==> src/design/slgs_pkg.sv <==
// Package for the sea-level-gated smoothing filter: widths, arithmetic constants,
// payload structs and the sequencer state type. No dependencies.
`default_nettype none

package slgs_pkg;

    localparam int MAX_WIDTH   = 1024;
    localparam int MAX_HEIGHT  = 4096;
    localparam int HEIGHT_BITS = 24;
    localparam int ADDR_W      = $clog2(MAX_WIDTH);
    localparam int COL_W       = 10;
    localparam int ROW_W       = 12;
    localparam int CNT_W       = 11;
    localparam int WCFG_W      = 11;
    localparam int HCFG_W      = 13;
    localparam int CFG_DATA_W  = 24;
    localparam int CFG_IDX_W   = 2;
    localparam int WORD_W      = 2 * HEIGHT_BITS;

    // filter arithmetic widths
    localparam int SUM_W        = HEIGHT_BITS + 3;
    localparam int Q_W          = SUM_W + 18;
    localparam int P_W          = Q_W + 15;
    localparam int EDGE_SHIFT   = 16;
    localparam int ROUND_SHIFT  = 32;
    localparam int R_W          = P_W - ROUND_SHIFT;

    localparam logic signed [17:0] DIAG_WEIGHT  = 18'sd46341;
    localparam logic signed [14:0] SCALE_WEIGHT = 15'sd8372;
    localparam logic signed [P_W-1:0] ROUND_HALF = P_W'(64'sd1 <<< (ROUND_SHIFT - 1));
    localparam logic signed [R_W-1:0] RES_MAX =
        R_W'((64'sd1 <<< (HEIGHT_BITS - 1)) - 64'sd1);
    localparam logic signed [R_W-1:0] RES_MIN =
        R_W'(-(64'sd1 <<< (HEIGHT_BITS - 1)));

    // configuration register indexes
    localparam logic [CFG_IDX_W-1:0] REG_IMAGE_WIDTH  = 2'd0;
    localparam logic [CFG_IDX_W-1:0] REG_IMAGE_HEIGHT = 2'd1;
    localparam logic [CFG_IDX_W-1:0] REG_SEA_LEVEL    = 2'd2;

    localparam logic [WCFG_W-1:0] WIDTH_RESET  = 11'd1024;
    localparam logic [HCFG_W-1:0] HEIGHT_RESET = 13'd1024;

    typedef logic signed [HEIGHT_BITS-1:0] height_t;

    typedef struct packed {
        height_t sample_height;
        logic    pad;
    } in_t;

    typedef struct packed {
        height_t            smoothed_height;
        logic [COL_W-1:0]   column;
        logic [ROW_W-1:0]   row;
        logic               frame_end;
    } out_t;

    // position and gating info that travels with one result through the filter
    typedef struct packed {
        logic [COL_W-1:0]   column;
        logic [ROW_W-1:0]   row;
        logic               frame_end;
        logic               border;
    } ctx_t;

    typedef enum logic [1:0] {
        S_IDLE,
        S_READ,
        S_CALC
    } state_t;

endpackage

`default_nettype wire

==> src/design/slgs_filter.sv <==
// Three-stage weighted 3x3 smoothing datapath with sea-level gating and saturation.
// Depends on slgs_pkg.
`default_nettype none

module slgs_filter (
    input  wire logic             aclk,
    input  wire logic             aresetn,
    input  wire logic             start,
    input  wire logic             take,
    input  slgs_pkg::height_t     window [3][3],
    input  slgs_pkg::height_t     sea_level,
    input  slgs_pkg::ctx_t        ctx,
    output logic                  result_valid,
    output slgs_pkg::out_t        result
);

    localparam int SUM_W = slgs_pkg::SUM_W;
    localparam int Q_W   = slgs_pkg::Q_W;
    localparam int P_W   = slgs_pkg::P_W;
    localparam int R_W   = slgs_pkg::R_W;
    localparam int HB    = slgs_pkg::HEIGHT_BITS;

    logic v1_reg, v2_reg, v3_reg;
    logic v3_next;

    logic signed [SUM_W-1:0] sum_edge_reg, sum_edge_next;
    logic signed [SUM_W-1:0] sum_diag_reg, sum_diag_next;
    logic signed [Q_W-1:0]   q_reg, q_next, diag_mul;
    logic signed [P_W-1:0]   prod_reg, prod_next, scale_mul;
    logic signed [R_W-1:0]   rounded, saturated;

    slgs_pkg::ctx_t    ctx1_reg, ctx2_reg, ctx3_reg;
    slgs_pkg::height_t ctr1_reg, ctr2_reg, ctr3_reg;
    logic              byp1_reg, byp2_reg, byp3_reg;

    // stage 1: neighbourhood sums
    always_comb begin
        sum_edge_next = SUM_W'(window[1][1]) + SUM_W'(window[0][1]) + SUM_W'(window[2][1])
                      + SUM_W'(window[1][0]) + SUM_W'(window[1][2]);
        sum_diag_next = SUM_W'(window[0][0]) + SUM_W'(window[0][2])
                      + SUM_W'(window[2][0]) + SUM_W'(window[2][2]);
    end

    // stage 2: weighted sum
    assign diag_mul = sum_diag_reg * slgs_pkg::DIAG_WEIGHT;
    assign q_next   = (Q_W'(sum_edge_reg) <<< slgs_pkg::EDGE_SHIFT) + diag_mul;

    // stage 3: scale with round half up
    assign scale_mul = q_reg * slgs_pkg::SCALE_WEIGHT;
    assign prod_next = scale_mul + slgs_pkg::ROUND_HALF;

    assign v3_next = v2_reg ? 1'b1 : (v3_reg && !take);

    always_ff @(posedge aclk) begin
        if (!aresetn) begin
            v1_reg <= 1'b0;
            v2_reg <= 1'b0;
            v3_reg <= 1'b0;
        end else begin
            v1_reg <= start;
            v2_reg <= v1_reg;
            v3_reg <= v3_next;
        end
    end

    always_ff @(posedge aclk) begin
        if (start) begin
            sum_edge_reg <= sum_edge_next;
            sum_diag_reg <= sum_diag_next;
            ctx1_reg     <= ctx;
            ctr1_reg     <= window[1][1];
            byp1_reg     <= ctx.border || (window[1][1] <= sea_level);
        end
        if (v1_reg) begin
            q_reg    <= q_next;
            ctx2_reg <= ctx1_reg;
            ctr2_reg <= ctr1_reg;
            byp2_reg <= byp1_reg;
        end
        if (v2_reg) begin
            prod_reg <= prod_next;
            ctx3_reg <= ctx2_reg;
            ctr3_reg <= ctr2_reg;
            byp3_reg <= byp2_reg;
        end
    end

    always_comb begin
        rounded = prod_reg[P_W-1:slgs_pkg::ROUND_SHIFT];
        if (rounded > slgs_pkg::RES_MAX) begin
            saturated = slgs_pkg::RES_MAX;
        end else if (rounded < slgs_pkg::RES_MIN) begin
            saturated = slgs_pkg::RES_MIN;
        end else begin
            saturated = rounded;
        end
        result.smoothed_height = byp3_reg ? ctr3_reg : saturated[HB-1:0];
        result.column          = ctx3_reg.column;
        result.row             = ctx3_reg.row;
        result.frame_end       = ctx3_reg.frame_end;
    end

    assign result_valid = v3_reg;

endmodule

`default_nettype wire

==> config.mk <==
export PLATFORM = sky130hd
export DESIGN_NAME = slgs_filter
export DESIGN_NICKNAME = d
export VERILOG_FILES = /design/src/design/slgs_pkg.sv /design/src/design/slgs_filter.sv
export SDC_FILE = /design/constraint.sdc
export NUM_CORES = 2
export LEC_CHECK = 0
export ABC_AREA = 1
export BUFFER_PORTS_ARGS = -buffer_cell sky130_fd_sc_hd__buf_2
export CAP_MARGIN = 20
export CORE_MARGIN = 2
export CORE_UTILIZATION = 50
export CTS_BUF_LIST = sky130_fd_sc_hd__clkbuf_8
export DETAILED_ROUTE_END_ITERATION = 10
export GPL_ROUTABILITY_DRIVEN = 1
export HOLD_SLACK_MARGIN = 0.08
export PLACE_DENSITY = 0.69
export SYNTH_ARGS = -nofsm -noshare
export SYNTH_HDL_FRONTEND = slang
export SYNTH_SLANG_ARGS = --single-unit
export TNS_END_PERCENT = 10
==> constraint.sdc <==
create_clock -name aclk -period 7 [get_ports aclk]
set_clock_uncertainty 0.1 [all_clocks]
set_input_delay 0.35 -clock aclk [delete_from_list [all_inputs] [get_ports aclk]]
set_output_delay 0.35 -clock aclk [all_outputs]
set_load 0.005 [all_outputs]
; ---- Yosys cells after proc, flatten, opt, wreduce, memory -nomap -nowiden
; Index checks and enable logic that the tools add are counted.
; Widths: inputs -> output; s select.
[classes]
addsub = 9
n_mul = 2
n_lt_le_gt_ge = 3
n_mux = 4
n_reduce_logical = 3
[ops]
columns = operator, n
row1 = $mux 24, 3
row2 = $add 60x33->60 const B, 1
row3 = $mul 45x13->58 const B, 1
row4 = $add 26x24->27, 2
row5 = $add 25x24->26, 2
row6 = $add 24x24->25, 2
row7 = $add 43x44->45, 1
row8 = $mul 27x17->44 const B, 1
row9 = $gt 28x24->1 const B, 1
row10 = $lt 28x24->1 const B, 1
row11 = $add 27x24->27, 1
row12 = $le 24x24->1, 1
row13 = $logic_and 1x1->1, 1
row14 = $logic_not 1->1, 1
row15 = $logic_or 1x1->1, 1
row16 = $mux 1, 1
[totals]
reg_bits = 306
output_inout_bits = 48
word_cells = 43

; ---- Logic depth before layout (Yosys ltp)
[depth]
word_depth = 4
mapped_depth = 32
depth_no_buf = 32

; ---- Worst setup path before layout
; Ideal clock, no wire load.
[synth_timing]
kind = flip-flop to flip-flop
start = reg sum_diag_reg[26]
end = reg q_reg[44], data pin
t_arrival_ns = 5.287
required_ns = 6.642
setup_slack_ns = 1.355
path_stages_with_launch = 22
n_path_buf = 0
path_cell_list = edfxtp_1 > ha_1 > fa_1 > inv_1 > fa_1 > inv_1 > fa_1 > fa_1 > inv_1 > fa_1 > ha_1 > nand2_1 > nor2_1 > inv_1 > nor4_1 > nand3_1 > nand3_1 > nand2_1 > nand2_1 > nand2_1 > nand2_1 > xnor2_1
[synth_between]
elab_chain_cells = 2
[synth_rtl]
columns = element, line
row1 = from (decl), slgs_filter.sv:27  ; logic signed [SUM_W-1:0] sum_diag_reg, sum_diag_next;
row2 = from (signal assigned), slgs_filter.sv:69  ; sum_diag_reg <= sum_diag_next;
row3 = $mul 27x17->44, slgs_filter.sv:45  ; assign diag_mul = sum_diag_reg * slgs_pkg::DIAG_WEIGHT;
row4 = $add 43x44->45, slgs_filter.sv:46  ; assign q_next = (Q_W'(sum_edge_reg) <<< slgs_pkg::EDGE_SHIFT) + diag_mul;
row5 = named net q_next[44], slgs_filter.sv:28  ; logic signed [Q_W-1:0] q_reg, q_next, diag_mul;
row6 = to (signal assigned), slgs_filter.sv:75  ; q_reg <= q_next;
row7 = to (decl), slgs_filter.sv:28
; The timed path passes the listed nets, and every way through them passes these cells.
; A chain may end at the register's enable or synchronous reset.

; ---- Final worst setup path
[layout_timing]
start = reg sum_diag_reg[10]
end = reg q_reg[41], data pin
; Same word-level chain as after synthesis.

==> results.py <==
metrics = {
    "clock_network": {
        "clock_sink_count": 274,
        "clkTransAtPathRegs_ps": 60,
        "cts_tree": "yes",
        "numCtsBuffers": 49,
        "clock_tree.buffer_depth": 3,
        "cts.repair_timing.setup_buffer_count": 0,
        "ctsHoldBuffers": 55,
        "postCtsResizedCells": 0,
        "clock_latency_ps": 620,
        "number_of_levels_in_the_clock_h_tree": 2,
        "root_buffer_selected_by_cts": "sky130_fd_sc_hd__clkbuf_8",
    },
    "yosys": {
        "synth.yosys.seq_area_share": 0.2403,
        "syn_area_per_cell_um2": 8.998,
        "yosys-top-cells-area": "sky130_fd_sc_hd__fa_1, sky130_fd_sc_hd__edfxtp_1, sky130_fd_sc_hd__ha_1, sky130_fd_sc_hd__inv_1, sky130_fd_sc_hd__nand2_1",
        "post-synth-top-area-cell": "sky130_fd_sc_hd__fa_1",
        "synth_top_area_share": 0.2394,
        "yosys_register_bits": 274,
        "post_synth_cell_types": 45,
        "post_synth_instance_area_um2": 34120,
        "synthesis.nets": 4970,
        "yosysWarningCount": 0,
        "synth_cells": 3792,
    },
    "routing": {
        "detail-route-antenna-nets": 0,
        "route.vias.total": 25710,
        "detail_route.vias_per_cell": 5.014,
        "drc": 0,
        "wire_per_inst_um": 16.85,
        "detail_route.wirelength_um": 86390,
        "drtPass1Iterations": 5,
        "drtIter0Drc": 1712,
    },
    "die": {
        "io_pins": 316,
        "chipWidth_um": 265.2,
        "initial_core_util": 0.5062,
        "rows": 95,
        "floorplan.die_area_um2": 70340,
        "chipHeight_um": 265.2,
        "core_region_area_um2": 67400,
    },
    "finish": {
        "most-common-layout-cells": "sky130_fd_sc_hd__inv_1, sky130_fd_sc_hd__nand2_1, sky130_fd_sc_hd__ha_1, sky130_fd_sc_hd__fa_1, sky130_fd_sc_hd__buf_2",
        "layout_commonest_cell": "sky130_fd_sc_hd__inv_1",
        "layout.cells.non_filler": 5128,
        "largest_reg_flops": 45,
        "syn2layout_area_growth_pct": 12.41,
        "finish.net_count": 5389,
        "drive_above_1_share": 0.1038,
        "nFillCells": 6002,
    },
    "timing": {
        "fin_crit_ps": 6009,
        "hold_ws_ps": 149.4,
        "worst_pin_slew_ps": 1097,
        "max_freq_mhz": 166.4,
        "finalHoldViolCount": 0,
        "timing.max_slew.rel_slack": 0.2687,
        "fin_setup_tns_ps": 0,
        "final.period_utilization": 0.8585,
        "final-setup-viol-count": 0,
        "rsz0062_at_grt": "false",
        "drv_slew": 0,
    },
    "worst_setup_path": {
        "setup.worst_path.end_class": "register",
        "maximum_fanout_along_the_worst_path": 7,
        "timing.critical_path.from_type": "register",
        "worst_ep_required_time_ps": 7260,
        "critPathSlowestCell": "sky130_fd_sc_hd__fa_1",
        "crit_top_cell": "sky130_fd_sc_hd__inv_1",
        "cpLargestDelayFamily": "adder cells",
        "critical_path_depth": 23,
        "worst_r2r_path_depth": 23,
        "critical_path.max_stage_delay_ps": 560,
        "arrival_ps": 6260,
        "flop2flop_setup_slack_ps": 990,
        "cp_cell_sequence": "ha_1, inv_1, fa_1, inv_1, fa_1, fa_1, inv_1, fa_1, fa_1, inv_1, ha_1, nand2_1, nor2_1, inv_1, nor2_1, inv_1, o21ai_0, a21oi_1, o21ai_0, nand2_1, nand2_1, a21oi_1, xor2_1",
        "cp.buffers_inverters": 6,
        "worst-setup-path-type": "register to register",
    },
    "global_route": {
        "grt_pass1_vias": 26670,
        "grt_antenna_before_repair": 8,
        "grt_first_pass_wirelength_um": 138200,
        "largest_net_degree_at_the_start_of_global_routing": 78,
        "gr-total-overflow": 0,
        "globalRouteTotalUtil": 0.2496,
    },
    "run": {
        "cap_violations": 0,
    },
    "placed_design": {
        "detailedPlacementHpwl_um": 73850,
        "numPlacedInstances": 4978,
        "placement.io_buffers": 315,
        "place_congestion": 0.9896,
    },
    "run_status": {
        "status": "completed",
    },
    "worst_hold_path": {
        "hp-class": "primary input to register",
        "min_delay_path_depth": 3,
    },
}
## logic make-up after synthesis
logic type / Yosys count / synth area share
buf+inv: 1049 / 0.1154
fa+ha+maj: 910 / 0.4235
compound gates: 330 / 0.05402
simple gates: 1109 / 0.1356
flops: 274 / 0.2403
xor+xnor: 120 / 0.03124
## cell type report
| cell class | instances | area, um2 | share of cell area |
|---|---|---|---|
| antenna | 8 | 20.02 | 0.0005220 |
| clock buffer | 51 | 701.9 | 0.01830 |
| clock inverter | 36 | 260.3 | 0.006786 |
| inverter | 1041 | 3908 | 0.1019 |
| multi-input combinational | 2469 | 21990 | 0.5734 |
| sequential | 274 | 8205 | 0.2140 |
| tap | 873 | 1092 | 0.02848 |
| timing repair buffer | 376 | 2175 | 0.05670 |
## tightest hold or removal path: stages
cell                      delay (ps)
sky130_fd_sc_hd__buf_4           280
sky130_fd_sc_hd__nand2_1         120
sky130_fd_sc_hd__inv_1            30
## per-layer routing
metal,up-vias,GRT usage,part of all wire
met3,154,0.03027,0.049
met2,657,0.4187,0.47
li1,12660,-,-
met1,12240,0.3394,0.45
met4,0,0.07803,0.031
met5,-,0,0
## worst paths after layout
check | startpoint | endpoint
min | start | v1_reg
max | sum_diag_reg[10] | q_reg[41]
max reg2reg | sum_diag_reg[10] | q_reg[41]
min reg2reg | ctr1_reg[23] | ctr2_reg[23]
## synthesized netlist by cell type (all sizes together)
master / count
a21o: 7
xor2: 74
inv: 1041
a311oi: 1
o221ai: 1
nor4: 10
edfxtp: 271
clkbuf: 8
xnor2: 46
nor4b: 1
o311ai: 1
and2: 3
nor2: 243
a21oi: 162
and3: 2
a21boi: 5
nand4: 30
a211oi: 4
a31oi: 19
a31o: 2
dfxtp: 3
o211ai: 7
o21ai: 90
a2111oi: 1
nand3b: 11
o21a: 9
nand2: 682
o21bai: 14
nor3: 23
nand3: 104
o31a: 1
o2111ai: 3
fa: 408
ha: 502
a221oi: 3
## stage by stage
stage | util | cell area (um2) | setup slack (ps)
final | 0.5691 | 38350 | 990.8
after global routing | 0.5691 | 38350 | 550.6
after CTS | 0.5688 | 38330 | 950.3
after detailed placement | 0.5463 | 36820 | 989.0
after global placement | 0.5463 | 36820 | 1064
after floorplan | - | 34120 | 1355
Power is left out: the tool's default activity adds up to more than one toggle a clock period on the data nets, which glitch-free logic cannot reach.
